<file path="src/sv/sre_pkg.sv">
// ----------------------------------------------------------------------------
// sre_pkg
// Shared types, opcodes and sizes for the small RISC instruction executor.
// ----------------------------------------------------------------------------
package sre_pkg;

  // Word memory depth; a power of two, so that address wrap is a bit select.
  localparam int MEM_WORDS = 1024;
  localparam int AW        = $clog2(MEM_WORDS);
  localparam int XLEN      = 32;
  localparam int NREGS     = 8;
  localparam int REG_W     = 3;
  localparam int OP_W      = 5;
  localparam int IMM_W     = 16;
  localparam int PCO_W     = 10;
  localparam int ACT_W     = 2;
  localparam int MADDR_W   = 10;

  // instruction word field positions
  localparam int OPC_LSB = 25;
  localparam int DST_LSB = 22;
  localparam int S0_LSB  = 19;
  localparam int S1_LSB  = 16;

  // input actions
  localparam logic [ACT_W-1:0] ACT_WRITE = 2'd0;
  localparam logic [ACT_W-1:0] ACT_EXEC  = 2'd1;
  localparam logic [ACT_W-1:0] ACT_READ  = 2'd2;

  // opcodes
  localparam logic [OP_W-1:0] OP_ADD = 5'd0;
  localparam logic [OP_W-1:0] OP_SUB = 5'd1;
  localparam logic [OP_W-1:0] OP_LSF = 5'd2;
  localparam logic [OP_W-1:0] OP_RSF = 5'd3;
  localparam logic [OP_W-1:0] OP_AND = 5'd4;
  localparam logic [OP_W-1:0] OP_OR  = 5'd5;
  localparam logic [OP_W-1:0] OP_XOR = 5'd6;
  localparam logic [OP_W-1:0] OP_LHI = 5'd7;
  localparam logic [OP_W-1:0] OP_LD  = 5'd8;
  localparam logic [OP_W-1:0] OP_ST  = 5'd9;
  localparam logic [OP_W-1:0] OP_JLT = 5'd16;
  localparam logic [OP_W-1:0] OP_JLE = 5'd17;
  localparam logic [OP_W-1:0] OP_JEQ = 5'd18;
  localparam logic [OP_W-1:0] OP_JNE = 5'd19;
  localparam logic [OP_W-1:0] OP_JIN = 5'd20;
  localparam logic [OP_W-1:0] OP_HLT = 5'd24;

  localparam logic [REG_W-1:0] REG_ZERO = 3'd0;
  localparam logic [REG_W-1:0] REG_IMM  = 3'd1;
  localparam logic [REG_W-1:0] REG_LINK = 3'd7;

  typedef enum logic [1:0] {
    ST_IDLE,
    ST_MEM,
    ST_EXEC,
    ST_LOAD
  } state_t;

  typedef struct packed {
    logic [PCO_W-1:0] pc_value;
    logic             halted;
    logic [XLEN-1:0]  read_word;
    logic [OP_W-1:0]  opcode;
  } result_t;

  typedef struct packed {
    logic             re;
    logic [REG_W-1:0] addr_a;
    logic [REG_W-1:0] addr_b;
  } rf_rd_t;

  typedef struct packed {
    logic             we;
    logic [REG_W-1:0] addr;
    logic [XLEN-1:0]  data;
  } rf_wr_t;

endpackage

</file>
<file path="src/sv/sre_outq.sv">
// ----------------------------------------------------------------------------
// sre_outq
// Two-entry result queue between the execution pipeline and the output port.
// ----------------------------------------------------------------------------
module sre_outq (
  input  logic              clk,
  input  logic              rst,
  input  logic              push,
  input  sre_pkg::result_t  push_data,
  input  logic              out_ready,
  output logic              out_valid,
  output sre_pkg::result_t  out_data,
  output logic [1:0]        count
);

  sre_pkg::result_t entries [2];
  logic             wr_ptr;
  logic             rd_ptr;
  logic             pop;

  assign pop       = out_valid && out_ready;
  assign out_valid = (count != 2'd0);
  assign out_data  = entries[rd_ptr];

  always_ff @(posedge clk) begin
    if (rst) begin
      wr_ptr <= 1'b0;
      rd_ptr <= 1'b0;
      count  <= 2'd0;
    end else begin
      if (push) begin
        wr_ptr <= ~wr_ptr;
      end
      if (pop) begin
        rd_ptr <= ~rd_ptr;
      end
      if (push && !pop) begin
        count <= count + 2'd1;
      end else if (pop && !push) begin
        count <= count - 2'd1;
      end
    end
  end

  always_ff @(posedge clk) begin
    if (push) begin
      entries[wr_ptr] <= push_data;
    end
  end

endmodule

</file>
<file path="config.mk">
export PLATFORM = sky130hd
export DESIGN_NAME = sre_outq
export DESIGN_NICKNAME = d
export VERILOG_FILES = /design/src/sv/sre_pkg.sv /design/src/sv/sre_outq.sv
export SDC_FILE = /design/constraint.sdc
export NUM_CORES = 1
export LEC_CHECK = 0
export BUFFER_PORTS_ARGS = -buffer_cell sky130_fd_sc_hd__buf_2
export CORE_UTILIZATION = 45
export DETAILED_ROUTE_END_ITERATION = 12
export PLACE_DENSITY = 0.75
export SYNTH_ARGS = -nofsm -noshare
export SYNTH_HDL_FRONTEND = slang
export SYNTH_SLANG_ARGS = --single-unit
</file>
<file path="constraint.sdc">
create_clock -name clk -period 7.5 [get_ports clk]
set_clock_uncertainty 0.05 [all_clocks]
set_input_delay 0.375 -clock clk [delete_from_list [all_inputs] [get_ports clk]]
set_output_delay 0.375 -clock clk [all_outputs]
set_load 0.02 [all_outputs]
</file>
==> results.sh, run 1 <==
export IMPL_outcome="completed"
export IMPL_synthDominantCellAreaShare=0.786
export IMPL_number_of_drc_markers_in_iteration_0=60
export IMPL_grt_pass1_vias=1846
export IMPL_clock_root_buffer="clkbuf_8"
export IMPL_critical_path_max_stage_delay_ns=1.09
export IMPL_synth_area_per_cell_um2=21.6
export IMPL_synth_cell_area_um2=3670
export IMPL_n_fill_cell=627
export IMPL_yosys_warnings=0
export IMPL_cts_tree="done"
export IMPL_p_sw_uw=422
export IMPL_overflow=0
export IMPL_fp_dieW_um=92.3
export IMPL_pre_cts_ws_ns=5.35
export IMPL_stdcell_area_um2=4460
export IMPL_hold_violations=0
export IMPL_max_cap_violations=0
export IMPL_dieArea_um2=8510
export IMPL_route_final_wire_length_um=5480
export IMPL_detailedRoute_firstPassIterationCount=4
export IMPL_rows=32
export IMPL_post_dp_cell_area_um2=4280
export IMPL_hp_class="in2reg"
export IMPL_clock_insertion_delay_worst_skew_ns=0.35
export IMPL_synth_enable_flop_cells=96
export IMPL_cpLargestDelayFamily="flip-flops"
export IMPL_layout_worst_path_cycle_share=0.335
export IMPL_core_area_um2=7810
export IMPL_count_of_final_max_slew_check_failures=0
export IMPL_layout_cells_sized_above_1=0.599
export IMPL_worst_path_buf_inv=1
export IMPL_num_antenna_cells=0
export IMPL_timing_setup_tns_ns=0
export IMPL_ys_types=17
export IMPL_netSwitchingFraction=0.307
export IMPL_synth_top_cells_by_area="edfxtp_1, mux2_2, dfxtp_1"
export IMPL_average_via_count_per_standard_cell=4.81
export IMPL_track_usage=0.135
export IMPL_power_internal_uw=951
export IMPL_report_final_setup_viol=0
export IMPL_power_share_clock=0.225
export IMPL_clock_path_buffers=2
export IMPL_final_nets=332
export IMPL_postSynthCellCount=170
export IMPL_leakage_uw=0.00167
export IMPL_cts_hold_repair_buffers=0
export IMPL_post_route_drc_count=0
export IMPL_cellPowerDensity_nw_per_um2=308
export IMPL_ctsResizeCount=0
export IMPL_cts_buffers=9
export IMPL_grt_setup_unrepaired="no"
export IMPL_timing_worst_setup_path_type="reg2out"
export IMPL_comb_power_share=0.251
export IMPL_design_power_total_uw=1370
export IMPL_final_setup_worst_slack_ns=4.99
export IMPL_worst_slew_pin_slew_ns=1.16
export IMPL_dieHeight_um=92.3
export IMPL_register_bit_total_from_synthesis=101
export IMPL_crit_path_top_delay_cell="dfxtp_2"
export IMPL_layout_area_growth_over_synthesis_pct=21.7
export IMPL_synth_common_cells="edfxtp_1, mux2_2, dfxtp_1"
export IMPL_antenna_violations_before_repair=0
export IMPL_initial_utilization=0.470
export IMPL_synth_yosys_seq_area_share=0.814
export IMPL_synth_largest_area_cell="edfxtp_1"
export IMPL_postSynthNetCount=223
export IMPL_worst_ep_required_ns=7.07
export IMPL_routed_via_count=1856
export IMPL_critical_path_arrival_ns=2.09
export IMPL_vdd_drop_max_uv=160
export IMPL_synth_most_common_cell="edfxtp_1"
export IMPL_worst_path_max_fanout=48
export IMPL_route_detailed_wl_per_inst_um=14.2
export IMPL_globalplace_congestion=0.669
export IMPL_cts_num_sinks=101
export IMPL_hpwl_um=3430
export IMPL_io_buffers=102
export IMPL_cts_htree_levels=3
export IMPL_timing_critical_path_cells="mux2_2 -> buf_2"
export IMPL_relSlewSlack=0.228
export IMPL_critical_path_startpoint_category="register"
export IMPL_grt_max_degree=49
export IMPL_end_kind="output pin"
export IMPL_path_clk_slew_ns=0.10
export IMPL_power_sequential_fraction=0.524
export IMPL_number_of_antenna_violating_nets_in_the_routed_design=0
export IMPL_post_cts_setup_buffer_count=0
export IMPL_achievable_frequency_ghz=0.398
export IMPL_grt_first_pass_wirelength_um=8400
export IMPL_ioPinCount=103
export IMPL_async_reset_ff_frac=0
export IMPL_fin_crit_ns=2.51
export IMPL_synthFlopType="edfxtp_1"
-- layer usage --
layer | vias up | GRT usage | share of wire
met5 | - | 0 | 0
met4 | 0 | 0.0781 | 0.018
met3 | 10 | 0.0381 | 0.070
met2 | 81 | 0.222 | 0.50
met1 | 885 | 0.157 | 0.41
li1 | 880 | - | -
-- layout make-up --
cell class	count	area (um^2)	share of cell area
sequential	101	2980	0.669
multi-input combinational	64	652	0.146
timing repair buffer	103	518	0.116
tap	102	128	0.0286
clock buffer	9	124	0.0278
clock inverter	7	55.1	0.0123
-- kinds of logic (layout without fill, tap and decap cells) --
kind of cell    Yosys count  after routing  synth area share
mux                      48             48             0.147
simple gates              8              8            0.0109
buf+inv                   5            119            0.0109
flops                   101            101             0.814
xor+xnor                  4              4           0.00956
compound gates            3              3           0.00409
fa+ha+maj                 1              1           0.00341
-- placed cells by master (no fill, tap or decap), types with 2 or more instances in the layout --
master	n
buf_2	102
clkbuf_8	9
clkinvlp_4	2
dfxtp_1	4
edfxtp_1	96
inv_6	4
mux2_2	47
nor2_1	4
o21ai_0	2
xor2_1	3
-- power by group through the flow --
stage                     Clock [uW]  Sequential [uW]  Combinational, uW
after global routing             336              728                368
after detailed placement           0              734                348
final                            309              719                345
after CTS                        320              722                350
after global placement             0              732                345
after floorplan                    0              696                282
-- stage by stage --
step / utilization / cells / hold WS [ns]
4_1_cts: 0.571 / 386 / 0.126
5_1_grt: 0.571 / 386 / 0.128
3_5_place_dp: 0.548 / 370 / 0.442
3_3_place_gp: 0.548 / 370 / 0.435
2_1_floorplan: - / 170 / 0.394
6_report: 0.571 / 386 / 0.150
-- final timing paths --
check,from,depth (start not counted),slack (ns),endpoint
min reg2reg,rd_ptr,2,0.47,rd_ptr
min,push_data[34],1,0.15,entries[0][34]
max reg2reg,wr_ptr,1,5.71,entries[1][44]
max,register,2,4.99,out_data[17]
-- flip-flops by register name, indices dropped and copies added, names as in the netlist, named ones only --
name / cells
rd_ptr: 1
wr_ptr: 1
entries: 96
count: 2
No activity file was read; power rests on OpenSTA's default activity.
==> run 2: changes to the inputs <==
--- a/config.mk
+++ b/config.mk
@@ -8,7 +8,7 @@
 export BUFFER_PORTS_ARGS = -buffer_cell sky130_fd_sc_hd__buf_2
 export CORE_UTILIZATION = 45
 export DETAILED_ROUTE_END_ITERATION = 12
-export PLACE_DENSITY = 0.75
+export PLACE_DENSITY = 0.78
 export SYNTH_ARGS = -nofsm -noshare
 export SYNTH_HDL_FRONTEND = slang
 export SYNTH_SLANG_ARGS = --single-unit
==> constraint.sdc (replaced) <==
create_clock -name clk -period 2.2 [get_ports clk]
set_clock_uncertainty 0.05 [all_clocks]
set_input_delay 0.11 -clock clk [delete_from_list [all_inputs] [get_ports clk]]
set_output_delay 0.11 -clock clk [all_outputs]
set_load 0.02 [all_outputs]
==> results.sh, run 2 (synthesis gave the netlist of run 1 again) <==
export IMPL_grt_setup_unrepaired="no"
export IMPL_globalplace_congestion=0.683
export IMPL_grt_max_degree=49
export IMPL_route_final_wire_length_um=6300
export IMPL_largest_registers="entries x96, count x2"
export IMPL_mostFrequentLayoutCells="buf_2, edfxtp_1, dlygate4sd3_1"
export IMPL_critical_path_startpoint_category="register"
export IMPL_wire_length_on_met3_um=277
export IMPL_layout_area_growth_over_synthesis_pct=35.9
export IMPL_timing_setup_tns_ns=0
export IMPL_number_of_antenna_violating_nets_in_the_routed_design=0
export IMPL_hp_class="in2reg"
export IMPL_initial_utilization=0.470
export IMPL_stdcell_area_um2=4980
export IMPL_cts_num_sinks=101
export IMPL_post_route_drc_count=0
export IMPL_hpwl_um=3580
export IMPL_grt_first_pass_wirelength_um=9570
export IMPL_n_fill_cell=571
export IMPL_hold_violations=0
export IMPL_worst_ep_required_ns=2.04
export IMPL_clock_path_buffers=2
export IMPL_worst_slew_pin_slew_ns=0.305
export IMPL_mostFrequentLayoutCell="buf_2"
export IMPL_detailedRoute_firstPassIterationCount=4
export IMPL_final_hold_worst_slack_ns=0.0261
export IMPL_post_dp_cell_area_um2=4330
export IMPL_cts_htree_levels=3
export IMPL_number_of_drc_markers_in_iteration_0=56
export IMPL_routed_via_count=2044
export IMPL_detailed_route_wirelength_on_metal2_um=3310
export IMPL_cts_tree="done"
export IMPL_topRoutingLayerUsed="met4"
export IMPL_p_sw_uw=1420
export IMPL_leakage_uw=0.00187
export IMPL_end_kind="output pin"
export IMPL_grt_pass1_vias=2081
export IMPL_num_antenna_cells=0
export IMPL_final_nets=383
export IMPL_path_clk_slew_ns=0.08
export IMPL_r2r_setup_slack_ns=0.59
export IMPL_count_of_final_max_slew_check_failures=0
export IMPL_achievable_frequency_ghz=0.587
export IMPL_timing_worst_setup_path_type="reg2out"
export IMPL_overflow=0
export IMPL_largest_register_by_flop_count="entries"
export IMPL_track_usage=0.152
export IMPL_layout_cells_sized_above_1=0.503
export IMPL_io_buffers=102
export IMPL_core_area_um2=7810
export IMPL_worst_path_max_fanout=47
export IMPL_ctsResizeCount=0
export IMPL_vdd_drop_max_uv=632
export IMPL_largest_register_ff_count=96
export IMPL_cts_buffers=9
export IMPL_clock_insertion_delay_worst_skew_ns=0.34
export IMPL_critical_path_arrival_ns=1.54
export IMPL_power_share_clock=0.207
export IMPL_report_final_setup_viol=0
export IMPL_power_sequential_fraction=0.492
export IMPL_clock_root_buffer="clkbuf_8"
export IMPL_antenna_violations_before_repair=0
export IMPL_layout_worst_path_cycle_share=0.774
export IMPL_met1_routed_length_um=2600
export IMPL_max_cap_violations=0
export IMPL_cellPowerDensity_nw_per_um2=948
export IMPL_route_detailed_wl_per_inst_um=14.4
export IMPL_outcome="completed"
export IMPL_dieArea_um2=8510
export IMPL_fin_crit_ns=1.70
export IMPL_fp_dieW_um=92.3
export IMPL_ioPinCount=103
export IMPL_rows=32
export IMPL_relSlewSlack=0.795
export IMPL_comb_power_share=0.302
export IMPL_average_via_count_per_standard_cell=4.69
export IMPL_netSwitchingFraction=0.300
export IMPL_power_internal_uw=3310
export IMPL_dieHeight_um=92.3
run 2: path summary, 6_finish.rpt:
kind                  from      endpoint  depth (start not counted)
setup / recovery  register  out_data[41]                          3
hold / removal        push        wr_ptr                          3
setup reg to reg  count[0]      count[1]                          4
hold reg to reg     rd_ptr        rd_ptr                          2
run 2: metrics by stage:
stage	power, uW	instances	utilization	setup slack (ns)
final	4730	436	0.638	0.498
after global routing	4910	436	0.638	0.453
after detailed placement	3740	372	0.555	0.648
after CTS	4770	436	0.638	0.484
after floorplan	3330	170	-	0.143
after global placement	3720	372	0.555	0.713
run 2: power groups by stage:
stage	logic [uW]	registers (uW)	clock network, uW
6_report	1430	2320	977
2_1_floorplan	960	2370	0
5_1_grt	1510	2340	1060
3_5_place_dp	1370	2370	0
3_3_place_gp	1360	2350	0
4_1_cts	1450	2320	1010
run 2: what timing repair did:
| action | in CTS | in global routing |
|---|---|---|
| hold buffers | 49 | 0 |
| buffers inserted | 0 | 0 |
| endpoints found under the hold margin | 101 | 0 |
run 2: critical path: stages, from the launching register on:
cell	delay, ns
dfxtp_2	0.36
buf_12	0.26
mux2_2	0.38
buf_2	0.16
run 2: area by class of cell:
cell class / count / area [um^2] / share of cell area
flip-flops and latches: 101 / 2980 / 0.599
repair buffers: 154 / 1060 / 0.213
multi-input cells: 64 / 652 / 0.131
clock buffers: 11 / 131 / 0.0264
well taps: 102 / 128 / 0.0256
clock inverters: 4 / 26.3 / 0.00527
run 2: per-layer routing:
| metal | global-route usage | vias to the layer above |
|---|---|---|
| met3 | 0.0282 | 10 |
| met5 | 0 | - |
| met1 | 0.167 | 982 |
| met4 | 0.0781 | 0 |
| met2 | 0.279 | 67 |
| li1 | - | 985 |
