## config.mk

```make
export PLATFORM = sky130hd
export DESIGN_NAME = sre_regfile
export DESIGN_NICKNAME = d
export VERILOG_FILES = /design/src/sv/sre_pkg.sv /design/src/sv/sre_regfile.sv
export SDC_FILE = /design/constraint.sdc
export NUM_CORES = 1
export LEC_CHECK = 0
export CAP_MARGIN = 10
export CORE_MARGIN = 2
export CORE_UTILIZATION = 45
export DETAILED_ROUTE_END_ITERATION = 12
export DONT_BUFFER_PORTS = 1
export PLACE_DENSITY = 0.68
export SLEW_MARGIN = 10
export SYNTH_ARGS = -nofsm -noshare
export SYNTH_HDL_FRONTEND = slang
export SYNTH_SLANG_ARGS = --single-unit
```

## constraint.sdc

```tcl
create_clock -name clk -period 6.1 [get_ports clk]
set_input_delay 1.22 -clock clk [delete_from_list [all_inputs] [get_ports clk]]
set_output_delay 1.22 -clock clk [all_outputs]
set_load 0.1 [all_outputs]
```

## src/sv/sre_pkg.sv

```systemverilog
// ----------------------------------------------------------------------------
// sre_pkg
// Shared types, opcodes and sizes for the small RISC instruction executor.
// ----------------------------------------------------------------------------
package sre_pkg;

  // Word memory depth; a power of two, so that address wrap is a bit select.
  localparam int MEM_WORDS = 1024;
  localparam int AW        = $clog2(MEM_WORDS);
  localparam int XLEN      = 32;
  localparam int NREGS     = 8;
  localparam int REG_W     = 3;
  localparam int OP_W      = 5;
  localparam int IMM_W     = 16;
  localparam int PCO_W     = 10;
  localparam int ACT_W     = 2;
  localparam int MADDR_W   = 10;

  // instruction word field positions
  localparam int OPC_LSB = 25;
  localparam int DST_LSB = 22;
  localparam int S0_LSB  = 19;
  localparam int S1_LSB  = 16;

  // input actions
  localparam logic [ACT_W-1:0] ACT_WRITE = 2'd0;
  localparam logic [ACT_W-1:0] ACT_EXEC  = 2'd1;
  localparam logic [ACT_W-1:0] ACT_READ  = 2'd2;

  // opcodes
  localparam logic [OP_W-1:0] OP_ADD = 5'd0;
  localparam logic [OP_W-1:0] OP_SUB = 5'd1;
  localparam logic [OP_W-1:0] OP_LSF = 5'd2;
  localparam logic [OP_W-1:0] OP_RSF = 5'd3;
  localparam logic [OP_W-1:0] OP_AND = 5'd4;
  localparam logic [OP_W-1:0] OP_OR  = 5'd5;
  localparam logic [OP_W-1:0] OP_XOR = 5'd6;
  localparam logic [OP_W-1:0] OP_LHI = 5'd7;
  localparam logic [OP_W-1:0] OP_LD  = 5'd8;
  localparam logic [OP_W-1:0] OP_ST  = 5'd9;
  localparam logic [OP_W-1:0] OP_JLT = 5'd16;
  localparam logic [OP_W-1:0] OP_JLE = 5'd17;
  localparam logic [OP_W-1:0] OP_JEQ = 5'd18;
  localparam logic [OP_W-1:0] OP_JNE = 5'd19;
  localparam logic [OP_W-1:0] OP_JIN = 5'd20;
  localparam logic [OP_W-1:0] OP_HLT = 5'd24;

  localparam logic [REG_W-1:0] REG_ZERO = 3'd0;
  localparam logic [REG_W-1:0] REG_IMM  = 3'd1;
  localparam logic [REG_W-1:0] REG_LINK = 3'd7;

  typedef enum logic [1:0] {
    ST_IDLE,
    ST_MEM,
    ST_EXEC,
    ST_LOAD
  } state_t;

  typedef struct packed {
    logic [PCO_W-1:0] pc_value;
    logic             halted;
    logic [XLEN-1:0]  read_word;
    logic [OP_W-1:0]  opcode;
  } result_t;

  typedef struct packed {
    logic             re;
    logic [REG_W-1:0] addr_a;
    logic [REG_W-1:0] addr_b;
  } rf_rd_t;

  typedef struct packed {
    logic             we;
    logic [REG_W-1:0] addr;
    logic [XLEN-1:0]  data;
  } rf_wr_t;

endpackage

```

## src/sv/sre_regfile.sv

```systemverilog
// ----------------------------------------------------------------------------
// sre_regfile
// Register file: two registered read ports, one write port. Valid bits make
// entries that were never written read as zero after reset.
// ----------------------------------------------------------------------------
module sre_regfile (
  input  logic                   clk,
  input  logic                   rst,
  input  sre_pkg::rf_rd_t        rd,
  input  sre_pkg::rf_wr_t        wr,
  output logic [sre_pkg::XLEN-1:0] rdata_a,
  output logic [sre_pkg::XLEN-1:0] rdata_b
);

  logic [sre_pkg::XLEN-1:0]  regs [sre_pkg::NREGS];
  logic [sre_pkg::NREGS-1:0] valid;

  always_ff @(posedge clk) begin
    if (rst) begin
      valid <= '0;
    end else if (wr.we) begin
      valid[wr.addr] <= 1'b1;
    end
  end

  always_ff @(posedge clk) begin
    if (wr.we) begin
      regs[wr.addr] <= wr.data;
    end
  end

  always_ff @(posedge clk) begin
    if (rd.re) begin
      rdata_a <= valid[rd.addr_a] ? regs[rd.addr_a] : '0;
      rdata_b <= valid[rd.addr_b] ? regs[rd.addr_b] : '0;
    end
  end

endmodule

```

==> impl_results.md, run 1 <==
* Status: completed
* Max-cap violations at 0
* Max H-tree Level at 2
* Power per standard cell area at 321.2 nW/um^2
* Clk_lat worst skew at 0.51 ns
* Net count, final at 705
* Largest net degree at the start of global routing at 67
* Post-synthesis register bit count at 328
* ANT cells at 0
* Final period util at 44.80%
* # setup viols final at 0
* Die Ht at 181.0 microns
* Most frequent cells after synthesis: edfxtp_1 (320), mux4_2 (130), nor2_1 (70), mux2i_1 (64), buf_2 (15)
* Pwr Total at 4.993 mW
* Core box area at 30750 sq um
* Post-CTS sizing at 0
* Final GP Congestion at 0.7201
* Area share of the largest cell type after synthesis at 68.13%
* Most frequent cell after synthesis: edfxtp_1
* Highest Signal Layer: met4
* Syn Inst Count at 655
* Ys async rst share at 0%
* CTS Hold Buffers Added at 0
* Critical path endpoint category: output pin
* Initial Utilization at 45.87%
* Max VDD drop at 0.2083 mV
* TritonCTS clock tree: yes
* Min-Delay Path Class: reg2reg
* Fin area at 15540 sq um
* Initial antenna violation count at 0
* Initial detailed-routing violation count at 629
* Final-report hold violation count at 0
* CP required at 4.88 ns
* Post-synth EDFFs at 320
* Vias in the first global route at 7293
* Synth warn at 0
* Ratio of cells with drive above 1 in the final layout at 30.22%
* Clock Tree Buf Depth at 3
* First-pass DRT Iterations at 5
* Die area at 32780 sq um
* Via count at 6639
* Leakage Power at 5.051 nW
* Worst-path clk slew at 0.06 ns
* Met1 WL at 11.92 mm
* Clock power share at 40.3%
* DRC at 0
* Num CTS Buffers at 35
* Post-DRT Antenna Nets at 0
* Site Rows at 64
* Yosys top cell by area: edfxtp_1
* Layout fillers at 2461
* Met3 WL at 2.464 mm
* Sw frac at 22.10%
* Comb power frac at 4.5%
* Critical Path AT at 1.51 ns
* Dpl cell area at 14460 sq um
* Slew @ Worst Pin at 0.9923 ns
* Via density at 6.142
* Min cycle time layout at 2.733 ns
* CTS root buffer: clkbuf_16
* Routed len/inst at 28.10 microns
* Postcts setup bufs at 0
* CTS sink count at 328
* Routed WL at 30.37 mm
* Hpwl dp at 16.05 mm
* I/O pins at 109
* Setup TNS at 0 ns
* All-layer global routing usage at 18.79%
* Final Max Tran Viols at 0
* Register area share after synthesis at 69.26%
* First-pass GRT wire length at 45.15 mm
* RSZ-0062 raised after global routing: no
* Horiz. Die Dim at 181.0 microns
* Pint at 3.890 mW
* Clk_skew at 0.01084 ns
* Slew Limit Headroom at 33.98%
* Maximum clock frequency at 365.9 MHz
* Syn nets at 700
* IO buf count at 0
* GRT overflow at 0
* Area contributors post-synth: edfxtp_1 (68%), mux4_2 (21%), mux2i_1 (4.5%), nor2_1 (1.9%), dfxtp_1 (1.1%)
* Flop pwr share at 55.3%
* Crit Path Class: reg2out
* Sw power at 1.103 mW
* Critical path fanouts, max at 1
* Crit start category: flop
* Length of routed met2 wiring at 15.31 mm
* Syn Area/Cell at 21.53 sq um
* Area Overhead vs Synth at 10.20%
* Mapped Area at 14100 sq um
* Post-synth cell types at 21
* Top FF cell, synth: edfxtp_1
## area by class of cell
cell class	count	area, sq um	share of cell area (%)
clock buffers	47	993.5	6.391
clock inverters	15	95.09	0.6118
multi-input cells	285	4115	26.48
flip-flops and latches	328	9769	62.85
well taps	396	495.5	3.188
repair buffers	10	75.07	0.4830
## state kept, by name (all words and copies together) (netlist names)
name	count
regs	256
valid	8
rdata_a	32
rdata_b	32
## placed cells by master, fill, tap and decap left out
cell type / netlist / final
o21ba_2: 3 / 3
mux4_1: 2 / 2
clkinvlp_4: 0 / 1
nor3_2: 0 / 1
and4b_2: 0 / 2
nor2_1: 70 / 69
mux4_2: 130 / 130
clkbuf_8: 0 / 3
nor3b_2: 0 / 1
nor2_2: 5 / 5
nor4b_2: 0 / 1
clkinv_2: 0 / 7
nor2_4: 0 / 1
clkbuf_16: 0 / 37
nor4bb_4: 0 / 2
mux2i_1: 64 / 64
mux2i_4: 1 / 2
bufinv_16: 0 / 1
nand2_1: 2 / 2
buf_4: 5 / 10
dfxtp_1: 8 / 8
clkbuf_1: 4 / 7
clkinv_1: 0 / 6
edfxtp_1: 320 / 320
## logic make-up (layout without fill, tap and decap cells)
family                 after synthesis  after routing  share of synthesized area (%)
AO/OA/AOI/OAI                        3              3                         0.2129
flip-flops                         328            328                          69.26
AND/OR/NAND/NOR                     84             84                          2.573
multiplexers                       198            198                          25.93
buffers and inverters               42             72                          2.023
## through the flow
step / std cells / setup WS [ns] / utilization (%) / hold WS (ns)
finish: 1081 / 3.367 / 50.55 / 0.5024
global route: 1081 / 3.326 / 50.55 / 0.5187
CTS: 1081 / 3.345 / 50.55 / 0.4980
detailed placement: 1019 / 2.889 / 47.01 / 0.4841
global placement: 1019 / 2.941 / 47.01 / 0.4611
floorplan: 655 / 0.8630 / - / 0.4491
## metal layers
metal / vias to the layer above / GRT usage [%]
li1: 2775 / -
met1: 3542 / 24.18
met2: 268 / 31.37
met3: 54 / 5.281
met4: 0 / 5.691
met5: - / 0
## power groups by stage
stage | clock network [mW] | logic [mW] | registers [mW]
6_report | 2.01 | 0.223 | 2.76
5_1_grt | 2.14 | 0.238 | 2.77
4_1_cts | 2.05 | 0.227 | 2.76
3_5_place_dp | 0 | 0.226 | 2.81
3_3_place_gp | 0 | 0.223 | 2.80
2_1_floorplan | 0 | 0.237 | 2.79
## worst paths after layout
check / startpoint / endpoint / slack [ns] / cells after the start
max reg2reg: valid[3] / rdata_b[22] / 3.88 / 4
min reg2reg: valid[1] / valid[1] / 0.50 / 2
max: rdata_a[3] / rdata_a[3] / 3.37 / 0
min: valid[1] / valid[1] / 0.50 / 2
Power figures use the tool's default switching activity.
==> run 2: changes to the inputs <==
ABC_AREA = 1   (was not set)
clock period = 2.8 ns   (was 6.1 ns; I/O delays follow)
==> run 2 against run 1 <==
  * Via count rose by 92%
  * Wire length rose by 46%
  * Total power rose by 130%
  * Critical path type unchanged
  * Critical endpoint is now rdata_b[31]
  * Largest power group unchanged
==> impl_results.md, run 2 <==
* Worst-path clk slew at 0.06 ns (about the same)
* Area Overhead vs Synth at 7.520%
* Core box area at 36520 sq um (+19%)
* Die area at 38640 sq um (+18%)
* Global route hottest layer: met2
* Largest net degree at the start of global routing at 134 (+100%)
* Final Max Tran Viols at 0 (unchanged)
* CTS Hold Buffers Added at 0 (unchanged)
* CP required at 2.24 ns (-2.64 ns)
* Final core utilization at 49.13% (-1.4 points)
* Max H-tree Level at 2 (unchanged)
* Critical path fanouts, max at 1 (unchanged)
* DRC at 0 (unchanged)
* Biggest regs: regs: 256 flops, rdata_a: 32 flops, rdata_b: 32 flops
* Clock power share at 40.0% (-0.3 points)
* Min cycle time layout at 2.127 ns
* Post-CTS sizing at 0 (unchanged)
* Sw power at 2.991 mW (+170%)
* Status: completed
* Crit start category: flop
* Sw frac at 25.67% (+3.6 points)
* Comb power frac at 7.6% (+3.1 points)
* Power per standard cell area at 649.2 nW/um^2 (+100%)
* Initial detailed-routing violation count at 1237 (+97%)
* Site Rows at 70 (+9.4%)
* Min-Delay Path Class: in2reg
* Final period util at 75.98%
* Max VDD drop at 0.4185 mV (+100%)
* Clk_lat worst skew at 0.53 ns (+0.02 ns)
* Routed len/inst at 18.16 microns (-35%)
* Synth warn at 0 (unchanged)
* First-pass GRT wire length at 68.25 mm (+51%)
* Maximum clock frequency at 470.1 MHz
* Post-synthesis register bit count at 328 (unchanged)
* Crit Path Class: reg2out
* Horiz. Die Dim at 196.6 microns (+8.6%)
* Post-synth cell types at 14 (-33%)
* ANT cells at 0 (unchanged)
* Flop pwr share at 52.4% (-2.9 points)
* First-pass DRT Iterations at 5 (unchanged)
* Area contributors post-synth: edfxtp_1 (58%), nand2_1 (21%), nand3_1 (7.9%), inv_1 (7.7%), buf_6 (2.0%)
* Most frequent cells in the layout: nand2_1 (928), inv_1 (333), edfxtp_1 (320)
* Max-cap violations at 0 (unchanged)
* Met1 Use GR at 28.72% (+4.5 points)
* Layout fillers at 3313 (+35%)
* Most frequent cells after synthesis: nand2_1 (930), inv_1 (343), edfxtp_1 (320), nand3_1 (264), buf_2 (52)
* GR Util met3 at 4.021% (-1.3 points)
* CTS sink count at 328 (unchanged)
* Pre-CTS setup slack at 0.7634 ns (-2.126 ns)
* Net count, final at 1992 (+180%)
* Slew Limit Headroom at 30.90% (-3.1 points)
* Hold WS at 0.1007 ns (-0.4017 ns)
* Die Ht at 196.6 microns (+8.6%)
* Register area share after synthesis at 58.54% (-11 points)
* CTS root buffer: clkbuf_16
* Clk_skew at 0.01359 ns (+0.002746 ns)
* Hpwl dp at 23.12 mm (+44%)
* # placed instances at 2377 (+130%)
* All-layer global routing usage at 23.00% (+4.2 points)
* Biggest register: regs
* Top FF cell, synth: edfxtp_1
* Initial Utilization at 45.69% (-0.18 points)
* Postcts setup bufs at 0 (unchanged)
* Vias in the first global route at 12500 (+71%)
* Final GP Congestion at 0.8155 (+13%)
* Setup TNS at 0 ns (unchanged)
* Via count at 12750 (+92%)
* Most frequent cell after synthesis: nand2_1
* Leakage Power at 8.780 nW (+74%)
* Final setup margin at 0.6726 ns (-2.695 ns)
* Clock Tree Buf Depth at 3 (unchanged)
* Max FFs per register at 256 (unchanged)
* Syn Inst Count at 1990 (+200%)
* Initial antenna violation count at 0 (unchanged)
* Post-synth EDFFs at 320 (unchanged)
* Num CTS Buffers at 36 (+2.9%)
* Mapped Area at 16690 sq um (+18%)
* I/O pins at 109 (unchanged)
* Final-report hold violation count at 0 (unchanged)
* Ys async rst share at 0% (unchanged)
* Pint at 8.657 mW (+120%)
* Ratio of cells with drive above 1 in the final layout at 4.564% (-26 points)
* Via density at 5.223 (-15%)
* IO buf count at 0 (unchanged)
* Area share of the largest cell type after synthesis at 57.58% (-11 points)
* Yosys top cell by area: edfxtp_1
* Post-Layout Cell Count at 2440 (+130%)
* Post-DRT Antenna Nets at 0 (unchanged)
* Met2 Usage GRT at 39.01% (+7.6 points)
* # setup viols final at 0 (unchanged)
* Syn Area/Cell at 8.386 sq um (-61%)
* Commonest non-fill, non-tap cell in the layout: nand2_1
* Critical Path AT at 1.57 ns (+0.06 ns)
* TritonCTS clock tree: yes
* Routed WL at 44.32 mm (+46%)
* Critical path endpoint category: output pin
* Slew @ Worst Pin at 1.039 ns (+0.04632 ns)
* RSZ-0062 raised after global routing: no
* Syn nets at 2035 (+190%)
* GRT overflow at 0 (unchanged)
==> run 2: cell count changes after synthesis, moves of 6 or more <==
cell | before | now
a21oi_1 | 0 | 6
buf_6 | 12 | 30
buf_2 | 15 | 52
buf_4 | 5 | 12
nor2_1 | 70 | 9
inv_1 | 0 | 343
nand2_1 | 2 | 930
mux4_2 | 130 | 0
nand3_1 | 0 | 264
mux2i_1 | 64 | 0
==> run 2: path summary, 6_finish.rpt <==
kind               startpoint     endpoint  slack, ns  cells after the start
setup / recovery  rdata_b[31]  rdata_b[31]       0.67                      0
hold / removal            rst     valid[6]       0.10                      1
setup reg to reg     valid[1]  rdata_b[21]       1.07                      9
hold reg to reg      valid[7]     valid[7]       0.49                      2
==> run 2: logic make-up (layout without fill, tap and decap cells) <==
| group | count (synthesis) | after routing | synth area share [%] |
|---|---|---|---|
| AND/OR/NAND/NOR | 1204 | 1204 | 29.07 |
| flip-flops | 328 | 328 | 58.54 |
| buffers and inverters | 452 | 434 | 12.21 |
| AO/OA/AOI/OAI | 6 | 6 | 0.1800 |
==> run 2: metal layers <==
metal / vias up / wire [microns]
met3: 135 / 3783
met4: 0 / 1745
met1: 5944 / 17540
met5: - / 0
met2: 596 / 21250
li1: 6070 / -
==> run 2: through the flow <==
| step | power (mW) | cell area (sq um) |
|---|---|---|
| final | 11.65 | 17940 |
| after floorplan | 6.973 | 16690 |
| after CTS | 11.72 | 17940 |
| after detailed placement | 7.085 | 16800 |
| after global routing | 12.03 | 17940 |
| after global placement | 7.065 | 16800 |
==> run 2: power groups by stage <==
stage	registers (mW)	clock network [mW]	logic [mW]
finish	6.11	4.66	0.881
global route	6.12	4.90	1.00
CTS	6.11	4.73	0.879
detailed placement	6.21	0	0.875
global placement	6.21	0	0.854
floorplan	6.21	0	0.761
==> run 2: area by class of cell <==
class | count | area, sq um | share of cell area (%)
inverter | 345 | 1300 | 7.245
clock inverter | 20 | 188.9 | 1.053
multi-input combinational | 1210 | 4905 | 27.34
sequential | 328 | 9769 | 54.45
timing repair buffer | 26 | 245.2 | 1.367
tap | 468 | 585.6 | 3.264
clock buffer | 43 | 948.4 | 5.286
